$ cat src/design/ocah_pkg.sv
// shared types, constants and hash step functions for the case-folding hash
package ocah_pkg;

  localparam int unsigned HashW = 32;
  localparam int unsigned CharW = 8;

  localparam logic [CharW-1:0] UpperFirst = 8'h41;  // 'A'
  localparam logic [CharW-1:0] UpperLast  = 8'h5A;  // 'Z'
  localparam logic [CharW-1:0] CaseBit    = 8'h20;

  localparam int unsigned MixShl = 10;
  localparam int unsigned MixAsr = 6;
  localparam int unsigned FinShl1 = 3;
  localparam int unsigned FinAsr  = 11;
  localparam int unsigned FinShl2 = 15;

  typedef logic [HashW-1:0] hash_t;

  typedef struct packed {
    logic [CharW-1:0] char_code;
    logic             has_char;
    logic             is_last;
  } item_t;

  typedef struct packed {
    logic  valid;
    item_t item;
  } stage_t;

  // uppercase folds to lowercase, high bytes sign-extend
  function automatic hash_t fold_char(input logic [CharW-1:0] c);
    hash_t a;
    if (c inside {[UpperFirst:UpperLast]}) begin
      a = {{(HashW-CharW){1'b0}}, c | CaseBit};
    end else if (c[CharW-1]) begin
      a = {{(HashW-CharW){1'b1}}, c};
    end else begin
      a = {{(HashW-CharW){1'b0}}, c};
    end
    return a;
  endfunction

  function automatic hash_t asr(input hash_t v, input int unsigned s);
    return hash_t'($signed(v) >>> s);
  endfunction

  function automatic hash_t mix_char(input hash_t h_in, input logic [CharW-1:0] c);
    hash_t h;
    h = h_in + fold_char(c);
    h = h + (h << MixShl);
    h = h ^ asr(h, MixAsr);
    return h;
  endfunction

  function automatic hash_t finalize(input hash_t h_in);
    hash_t h;
    h = h_in + (h_in << FinShl1);
    h = h ^ asr(h, FinAsr);
    h = h + (h << FinShl2);
    return h;
  endfunction

endpackage

$ cat src/design/ocah_if.sv
// valid/ready channel interfaces for character beats and hash results
interface ocah_item_if;
  import ocah_pkg::*;
  logic                   valid;
  logic                   ready;
  logic [CharW-1:0]       char_code;
  logic                   has_char;
  logic                   is_last;

  modport source (output valid, output char_code, output has_char, output is_last,
                  input ready);
  modport sink (input valid, input char_code, input has_char, input is_last,
                output ready);
endinterface

interface ocah_hash_if;
  import ocah_pkg::*;
  logic                   valid;
  logic                   ready;
  logic [HashW-1:0]       hash_value;

  modport source (output valid, output hash_value, input ready);
  modport sink (input valid, input hash_value, output ready);
endinterface

$ cat src/design/ocah_in_reg.sv
// input register stage that captures one character beat per cycle while empty or taken
module ocah_in_reg
  import ocah_pkg::*;
(
  input  logic         clk,
  input  logic         rst,
  ocah_item_if.sink    item,
  input  logic         take,
  output stage_t       stage
);

  logic  valid;
  item_t data;

  assign item.ready = !valid || take;

  always_ff @(posedge clk) begin
    if (rst) begin
      valid <= 1'b0;
    end else if (item.ready) begin
      valid <= item.valid;
    end
  end

  always_ff @(posedge clk) begin
    if (item.valid && item.ready) begin
      data.char_code <= item.char_code;
      data.has_char  <= item.has_char;
      data.is_last   <= item.is_last;
    end
  end

  assign stage.valid = valid;
  assign stage.item  = data;

endmodule

$ cat src/design/ocah_core.sv
// running hash update, finalization and result register
module ocah_core
  import ocah_pkg::*;
(
  input  logic         clk,
  input  logic         rst,
  input  stage_t       stage,
  output logic         take,
  ocah_hash_if.source  result
);

  hash_t running_hash;
  hash_t running_hash_next;
  hash_t mixed;
  logic  res_valid;
  hash_t res_hash;

  assign take = stage.valid && (!res_valid || result.ready);

  always_comb begin
    mixed = stage.item.has_char ? mix_char(running_hash, stage.item.char_code)
                                : running_hash;
    running_hash_next = stage.item.is_last ? '0 : mixed;
  end

  always_ff @(posedge clk) begin
    if (rst) begin
      running_hash <= '0;
      res_valid    <= 1'b0;
    end else begin
      if (take) begin
        running_hash <= running_hash_next;
      end
      if (take && stage.item.is_last) begin
        res_valid <= 1'b1;
      end else if (result.ready) begin
        res_valid <= 1'b0;
      end
    end
  end

  always_ff @(posedge clk) begin
    if (take && stage.item.is_last) begin
      res_hash <= finalize(mixed);
    end
  end

  assign result.valid      = res_valid;
  assign result.hash_value = res_hash;

endmodule

$ cat src/design/case_folding_one_at_a_time_hash.sv
// top level of the case-folding one-at-a-time hash
//
//   channel  dir  payload                          beat
//   item     in   char_code[8] has_char is_last    one character or end mark
//   result   out  hash_value[32]                   one finalized hash per name
//
// one beat per cycle while the result is free or taken; a beat is registered,
// then mixed into the running hash when the core takes it, and a last beat
// loads the result register in that same cycle
// rst (synchronous) clears the running hash and both valid flags
// a waiting result holds the mix stage only, the input register keeps taking
// beats until it is itself full
module case_folding_one_at_a_time_hash
  import ocah_pkg::*;
(
  input  logic         clk,
  input  logic         rst,
  ocah_item_if.sink    item,
  ocah_hash_if.source  result
);

  stage_t stage;
  logic   take;

  // input register: parts the input handshake from the mix stage
  ocah_in_reg u_in_reg (
    .clk   (clk),
    .rst   (rst),
    .item  (item),
    .take  (take),
    .stage (stage)
  );

  // mix, finalize on last beat, hold result until taken
  ocah_core u_core (
    .clk    (clk),
    .rst    (rst),
    .stage  (stage),
    .take   (take),
    .result (result)
  );

endmodule
$ cat src/flat_wrapper.sv
// flat-port wrapper written by rule: the top's interface ports become plain ports
module case_folding_one_at_a_time_hash_flat import ocah_pkg::*;
  (clk, rst, item_valid, item_char_code, item_has_char, item_is_last, item_ready, result_valid, result_hash_value, result_ready);
  ocah_item_if item_i ();
  ocah_hash_if result_i ();
  input  logic clk;
  input  logic rst;
  input wire logic [$bits(item_i.valid)-1:0] item_valid;
  input wire logic [$bits(item_i.char_code)-1:0] item_char_code;
  input wire logic [$bits(item_i.has_char)-1:0] item_has_char;
  input wire logic [$bits(item_i.is_last)-1:0] item_is_last;
  output wire logic [$bits(item_i.ready)-1:0] item_ready;
  output wire logic [$bits(result_i.valid)-1:0] result_valid;
  output wire logic [$bits(result_i.hash_value)-1:0] result_hash_value;
  input wire logic [$bits(result_i.ready)-1:0] result_ready;
  assign item_i.valid = item_valid;
  assign item_i.char_code = item_char_code;
  assign item_i.has_char = item_has_char;
  assign item_i.is_last = item_is_last;
  assign item_ready = item_i.ready;
  assign result_valid = result_i.valid;
  assign result_hash_value = result_i.hash_value;
  assign result_i.ready = result_ready;
  case_folding_one_at_a_time_hash u_core (.clk(clk), .rst(rst), .item(item_i), .result(result_i));
endmodule
$ cat config.mk
export PLATFORM = sky130hd
export DESIGN_NAME = case_folding_one_at_a_time_hash_flat
export DESIGN_NICKNAME = d
export VERILOG_FILES = /design/src/design/ocah_pkg.sv /design/src/design/ocah_if.sv /design/src/design/ocah_in_reg.sv /design/src/design/ocah_core.sv /design/src/design/case_folding_one_at_a_time_hash.sv /design/src/flat_wrapper.sv
export SDC_FILE = /design/constraint.sdc
export NUM_CORES = 1
export LEC_CHECK = 0
export ABC_AREA = 1
export BUFFER_PORTS_ARGS = -buffer_cell sky130_fd_sc_hd__buf_2
export CORE_ASPECT_RATIO = 1.2
export CORE_UTILIZATION = 30
export CTS_BUF_LIST = sky130_fd_sc_hd__clkbuf_4
export CTS_CLUSTER_DIAMETER = 200
export DETAILED_ROUTE_END_ITERATION = 6
export SLEW_MARGIN = 20
export SYNTH_ARGS = -nofsm -noshare
export SYNTH_HDL_FRONTEND = slang
export SYNTH_SLANG_ARGS = --single-unit
$ cat constraint.sdc
create_clock -name clk -period 20.2 [get_ports clk]
set_input_delay 6.06 -clock clk [delete_from_list [all_inputs] [get_ports clk]]
set_output_delay 6.06 -clock clk [all_outputs]
set_load 0.01 [all_outputs]
==> results of run 1 <==
## sequential cells by signal, indices dropped and copies added, names as in the netlist
| name | cells |
|---|---|
| u_core.u_core.running_hash | 32 |
| u_core.u_core.result.hash_value | 32 |
| u_core.u_core.result.valid | 1 |
| u_core.u_in_reg.valid | 1 |
| u_core.u_in_reg.stage | 10 |
## stage by stage
stage | cell area [µm²] | total power [mW] | cells | hold slack, ps
3_3_place_gp | 9470 | 1.82 | 1792 | 487
2_1_floorplan | 8880 | 1.51 | 1380 | 459
5_1_grt | 9640 | 2.17 | 1809 | 540
4_1_cts | 9630 | 1.96 | 1808 | 512
3_5_place_dp | 9470 | 1.84 | 1792 | 487
6_report | 9640 | 1.95 | 1809 | 517
## logic make-up after synthesis
group,count (synthesis),share of synthesized area
compound gates,204,0.126
flops,76,0.219
xor+xnor,110,0.111
fa+ha+maj,75,0.109
simple gates,724,0.344
buf+inv,191,0.0902
## power breakdown
| part | internal [mW] | switching (mW) | total, mW |
|---|---|---|---|
| combinational | 0.581 | 0.948 | 1.53 |
| sequential | 0.300 | 0.0102 | 0.310 |
| clock | 0.0507 | 0.0636 | 0.114 |
## cell type report
cell class	instances	area [µm²]
clock buffers	9	67.6
diodes	1	2.50
multi-input cells	1113	6140
fillers	3206	19300
flip-flops and latches	76	1940
repair buffers	53	280
clock inverters	7	98.8
inverters	165	619
well taps	385	482
## worst min-delay path, stage by stage (launching register included)
cell and delay (ps):
dfxtp_1 360, nand2_1 70, a21oi_1 60
## placed cells by master (no fill, tap or decap), types with 3 or more instances in the layout
cell and instances:
dfxtp_1 34, a21oi_1 120, o21ai_0 41, a21boi_0 3, edfxtp_1 42, nand3_1 96, ha_1 71, nand2_1 450
nand4_1 14, nor2_2 19, xor2_1 70, nand2_2 22, a21o_1 4, inv_1 159, o21bai_1 7, fa_1 4
buf_4 6, nor2_1 98, o211ai_1 4, xnor2_1 38, inv_2 6, a31oi_1 7, clkbuf_4 9, nand3_2 6
buf_2 47, nor3_1 7, or2_2 6, o21ai_1 4
## routing by layer
metal / track usage / routed length (µm)
met1: 0.195 / 10700
met2: 0.305 / 12200
met3: 0.0165 / 801
met4: 0.0703 / 768
met5: 0 / 0
## final timing paths
kind | start | end | cells past startpoint
max | result_ready | item_ready | 4
min | u_core.u_core.running_hash[4] | u_core.u_core.running_hash[4] | 2
max reg2reg | u_core.u_in_reg.stage[9] | u_core.u_core.result.hash_value[30] | 46
min reg2reg | u_core.u_core.running_hash[4] | u_core.u_core.running_hash[4] | 2
==> metrics.txt, run 1 <==
status finished, final reports clean; Post-Syn Area 8880 µm²; CTS Buf Count 9; Min-Delay Path Class reg2reg; number of global-route vias before repair 8291; FF-to-FF setup slack 9540 ps; Final Critical Period 12540 ps; worst path bufs/invs 3; Critical Path AT 6480 ps; Seq cells post-synth 76; setup_tns 0 ps; Pre-Repair DR Iteration Count 5; sequential area share after synthesis 0.219; Yosys top cell by area nand2_1; Syn Nets 1469; Clock Path Buffers 2; CP Cell Sequence buf_2, inv_1, nand3_1, buf_2; P per Cell Area 203 nW/µm²; most common cell in the netlist nand2_1; HPWL after DPL 20400 µm; Die Y 190 µm; slowest stage delay, CP 160 ps; distinct cell type count after synthesis 49; antenna-violating nets left 0; Initial Utilization 0.307; Setup violations, final 0; Worst Max-Slew Pin Slew 769 ps; crit end category primary output; clk sinks 76; Synth top area share 0.190; commonest cells in the netlist nand2_1, inv_1, a21oi_1, nor2_1, nand3_1; Worst slew margin 0.487; TritonCTS clock tree done; WP data required 14140 ps; worst clock skew 23.3 ps; average size of a mapped cell 6.44 µm²; gr ovfl total 0; RSZ-0062 raised after global routing no; row count 68; Syn-to-layout area delta 8.50%; max-slew violation count 0; Die Width 159 µm; Top cell by count, worst path buf_2; Top FF cell, synth edfxtp_1; Max Cap Viol 0; clock-pin slew on the worst setup and hold paths 150 ps; post-cts gate resize count 0; Slowest cell on crit path buf_2; CP startpoint kind primary input; cts-stage hold buffer count 0; first-pass GRT wire length 40300 µm; Overall Global Routing Usage 0.166; final core utilization 0.333; initial antenna violation count 1; synthesized instance count 1380; 1st-iter DRT viols 564; die area 30300 µm²; clk_lat worst skew 480 ps; largest net degree at the start of global routing 57; final period utilization 0.621; core region area 28900 µm²; Final Hold Fails 0; final RePlAce weighted congestion 0.916; boundary pin count 48; pre-CTS setup slack 7670 ps; Nets 1507; clk root buf clkbuf_4; critical path type in2out; CP Max Fanout 3; layout cells sized above 1 0.0949; Top Family by Delay on Critical Path buffers and inverters; Synthesis Warnings 0; Port Buf Inserts 47; top cells by area, synth nand2_1, edfxtp_1, ha_1, dfxtp_1, xor2_1; post-synthesis async set-or-reset flop share 0; Routed Wire Length 24500 µm; DRC violation count after routing 0; worst setup margin 7660 ps; leakage 4.88 nW; peak supply drop 135 µV; EDFF count, synth 42; H-tree depth 3; via count 8641; Via-to-Cell Ratio 4.78; Wirelength per Cell 13.5 µm; setup bufs post-CTS 0; fmax 0.0798 GHz
Note: power is estimated with default switching activity, not from simulation.
==> run 2: changes to the inputs <==
==> constraint.sdc (replaced) <==
create_clock -name clk -period 11.69 [get_ports clk]
set_input_delay 3.507 -clock clk [delete_from_list [all_inputs] [get_ports clk]]
set_output_delay 3.507 -clock clk [all_outputs]
set_load 0.01 [all_outputs]
==> run 2 against run 1 <==
Combinational power rose by 75%. Core utilization fell by 0.20 points. Wire length rose by 3.3%. Setup slack got worse by 6400 ps. Sequential cell count did not move. First-iteration DRC count rose by 1.4%. Worst hold slack got worse by 6.5 ps. Clock power rose by 31%. Clock-buffer cell count rose by 1. Non-clock buffer count fell by 1. Sequential share of layout area rose by 0.12 points. Design area fell by 0.61%. Largest cell class unchanged.
==> metrics.txt, run 2 (synthesized netlist as in run 1, its figures left out) <==
Overall Global Routing Usage 0.171 (+0.00505); WHS Path Cells 2 (unchanged); Die Width 159 µm (unchanged); via count 8749 (+1.2%); die area 30300 µm² (unchanged); most common cell after layout, fill and taps aside nand2_1; boundary pin count 48 (unchanged); layout cells sized above 1 0.0935 (-0.00134); peak supply drop 229 µV (+70%); Reg2Reg Depth 50 (+8.7%); largest net degree at the start of global routing 57 (unchanged); final period utilization 0.888; crit end category register; Setup violations, final 0 (unchanged); critical path type reg2reg; HPWL after DPL 21400 µm (+4.9%); CP startpoint kind register; Top cell by count, worst path nand2_1; H-tree depth 3 (unchanged); Worst slew margin 0.493 (+0.00592); clk sinks 76 (unchanged); Routed Wire Length 25300 µm (+3.3%); fmax 0.0963 GHz; TritonCTS clock tree done; slowest stage delay, CP 470 ps (+310 ps); Port Buf Inserts 47 (unchanged); post-cts gate resize count 0 (unchanged); P per Cell Area 350 nW/µm² (+73%); design area 9580 µm² (-0.61%); Initial Utilization 0.307 (unchanged); core region area 28900 µm² (unchanged); WHS Endpoint u_core.u_core.running_hash[4]; Via-to-Cell Ratio 4.84 (+1.3%); Post-DP Area 9460 µm² (about the same); DRC violation count after routing 0 (unchanged); setup_tns 0 ps (unchanged); Worst Max-Slew Pin Slew 749 ps (-19.9 ps); Max Cap Viol 0 (unchanged); RSZ-0062 raised after global routing no; Final Hold Fails 0 (unchanged); number of global-route vias before repair 8293 (+0.024%); fin cells 1808 (-0.055%); WP data required 11900 ps (-2240 ps); setup bufs post-CTS 0 (unchanged); initial antenna violation count 1 (unchanged); leakage 4.85 nW (-0.72%); row count 68 (unchanged); status finished, final reports clean; first-pass GRT wire length 41400 µm (+2.7%); CTS Buf Count 9 (unchanged); CP Max Fanout 48 (+45); clk root buf clkbuf_4; Final Critical Period 10380 ps; clk_lat worst skew 470 ps (about the same); worst clock skew 31.5 ps (+8.18 ps); clock-pin slew on the worst setup and hold paths 140 ps (about the same); max-slew violation count 0 (unchanged); Slowest cell on crit path o21ai_0; 1st-iter DRT viols 572 (+1.4%); Min-Delay Path Class reg2reg; Post-Place Cells 1791 (-0.056%); Critical Path AT 10600 ps (+4120 ps); most frequent cells in the layout nand2_1, inv_1, a21oi_1; Die Y 190 µm (unchanged); antenna-violating nets left 0 (unchanged); cts-stage hold buffer count 0 (unchanged); gr ovfl total 0 (unchanged); Clock Path Buffers 2 (unchanged); Pre-Repair DR Iteration Count 5 (unchanged); Nets 1506 (-0.066%); R2R Path Start u_core.u_in_reg.stage[9]; final RePlAce weighted congestion 0.951 (+3.8%); Hold Path Origin u_core.u_core.running_hash[4]; Reg2Reg Capture Point u_core.u_core.result.hash_value[31]; Wirelength per Cell 14.0 µm (+3.4%); Syn-to-layout area delta 7.83%; FF-to-FF setup slack 1310 ps (-8230 ps)
run 2: cell types whose count changed in the layout (fill, tap and decap cells not counted), sizes merged:
| cell | change |
|---|---|
| clkinvlp | +2 |
| clkinv | -1 |
| clkbuf | +1 |
| buf | -1 |
| bufinv | -2 |
run 2: stage by stage:
| stage | total power, mW | hold WS [ps] | utilization | setup slack [ps] |
|---|---|---|---|---|
| after floorplan | 2.62 | 459 | - | 3910 |
| after global placement | 3.19 | 486 | 0.327 | 1570 |
| after detailed placement | 3.21 | 489 | 0.327 | 1410 |
| after CTS | 3.36 | 508 | 0.331 | 1330 |
| after global routing | 3.73 | 523 | 0.331 | 289 |
| final | 3.35 | 510 | 0.331 | 1310 |
run 2: worst max-delay path by stage:
stage | from | end | slack [ps] | depth (start not counted)
after floorplan | u_core.u_in_reg.stage[6] | u_core.u_core.result.hash_value[30] | 3910 | 50
after global placement | u_core.u_in_reg.stage[9] | u_core.u_core.result.hash_value[31] | 1570 | 50
after detailed placement | u_core.u_in_reg.stage[9] | u_core.u_core.result.hash_value[31] | 1410 | 50
after CTS | u_core.u_in_reg.stage[9] | u_core.u_core.result.hash_value[31] | 1330 | 50
after global routing | u_core.u_in_reg.stage[9] | u_core.u_core.result.hash_value[31] | 290 | 51
final | u_core.u_in_reg.stage[9] | u_core.u_core.result.hash_value[31] | 1310 | 50
run 2: cell type report:
| class | count | area (µm²) |
|---|---|---|
| fillers | 3226 | 19400 |
| multi-input cells | 1113 | 6140 |
| flip-flops and latches | 76 | 1940 |
| inverters | 165 | 619 |
| well taps | 385 | 482 |
| repair buffers | 52 | 273 |
| clock buffers | 10 | 75.1 |
| clock inverters | 6 | 40.0 |
| diodes | 1 | 2.50 |
run 2: critical path: cells and delay by family, from the launching register on:
| kind | cells | cell delay, ps |
|---|---|---|
| buffers and inverters | 4 | 880 |
| adder cells (fa/ha/maj) | 5 | 1820 |
| flip-flops | 1 | 340 |
| AO/OA/AOI/OAI | 15 | 3540 |
| XOR/XNOR | 5 | 1420 |
| AND/OR/NAND/NOR | 21 | 2110 |
run 2: layer usage:
| layer | track usage | vias up | share of wire |
|---|---|---|---|
| li1 | - | 4560 | - |
| met3 | 0.0185 | 44 | 0.038 |
| met2 | 0.304 | 192 | 0.48 |
| met5 | 0 | - | 0 |
| met1 | 0.208 | 3953 | 0.45 |
| met4 | 0.0732 | 0 | 0.034 |
run 2: where the power goes:
part	leakage, nW	total (mW)	internal, mW	switching, mW
logic	4.13	2.67	1.01	1.66
registers	0.667	0.536	0.518	0.0179
clock network	0.0565	0.149	0.0456	0.104
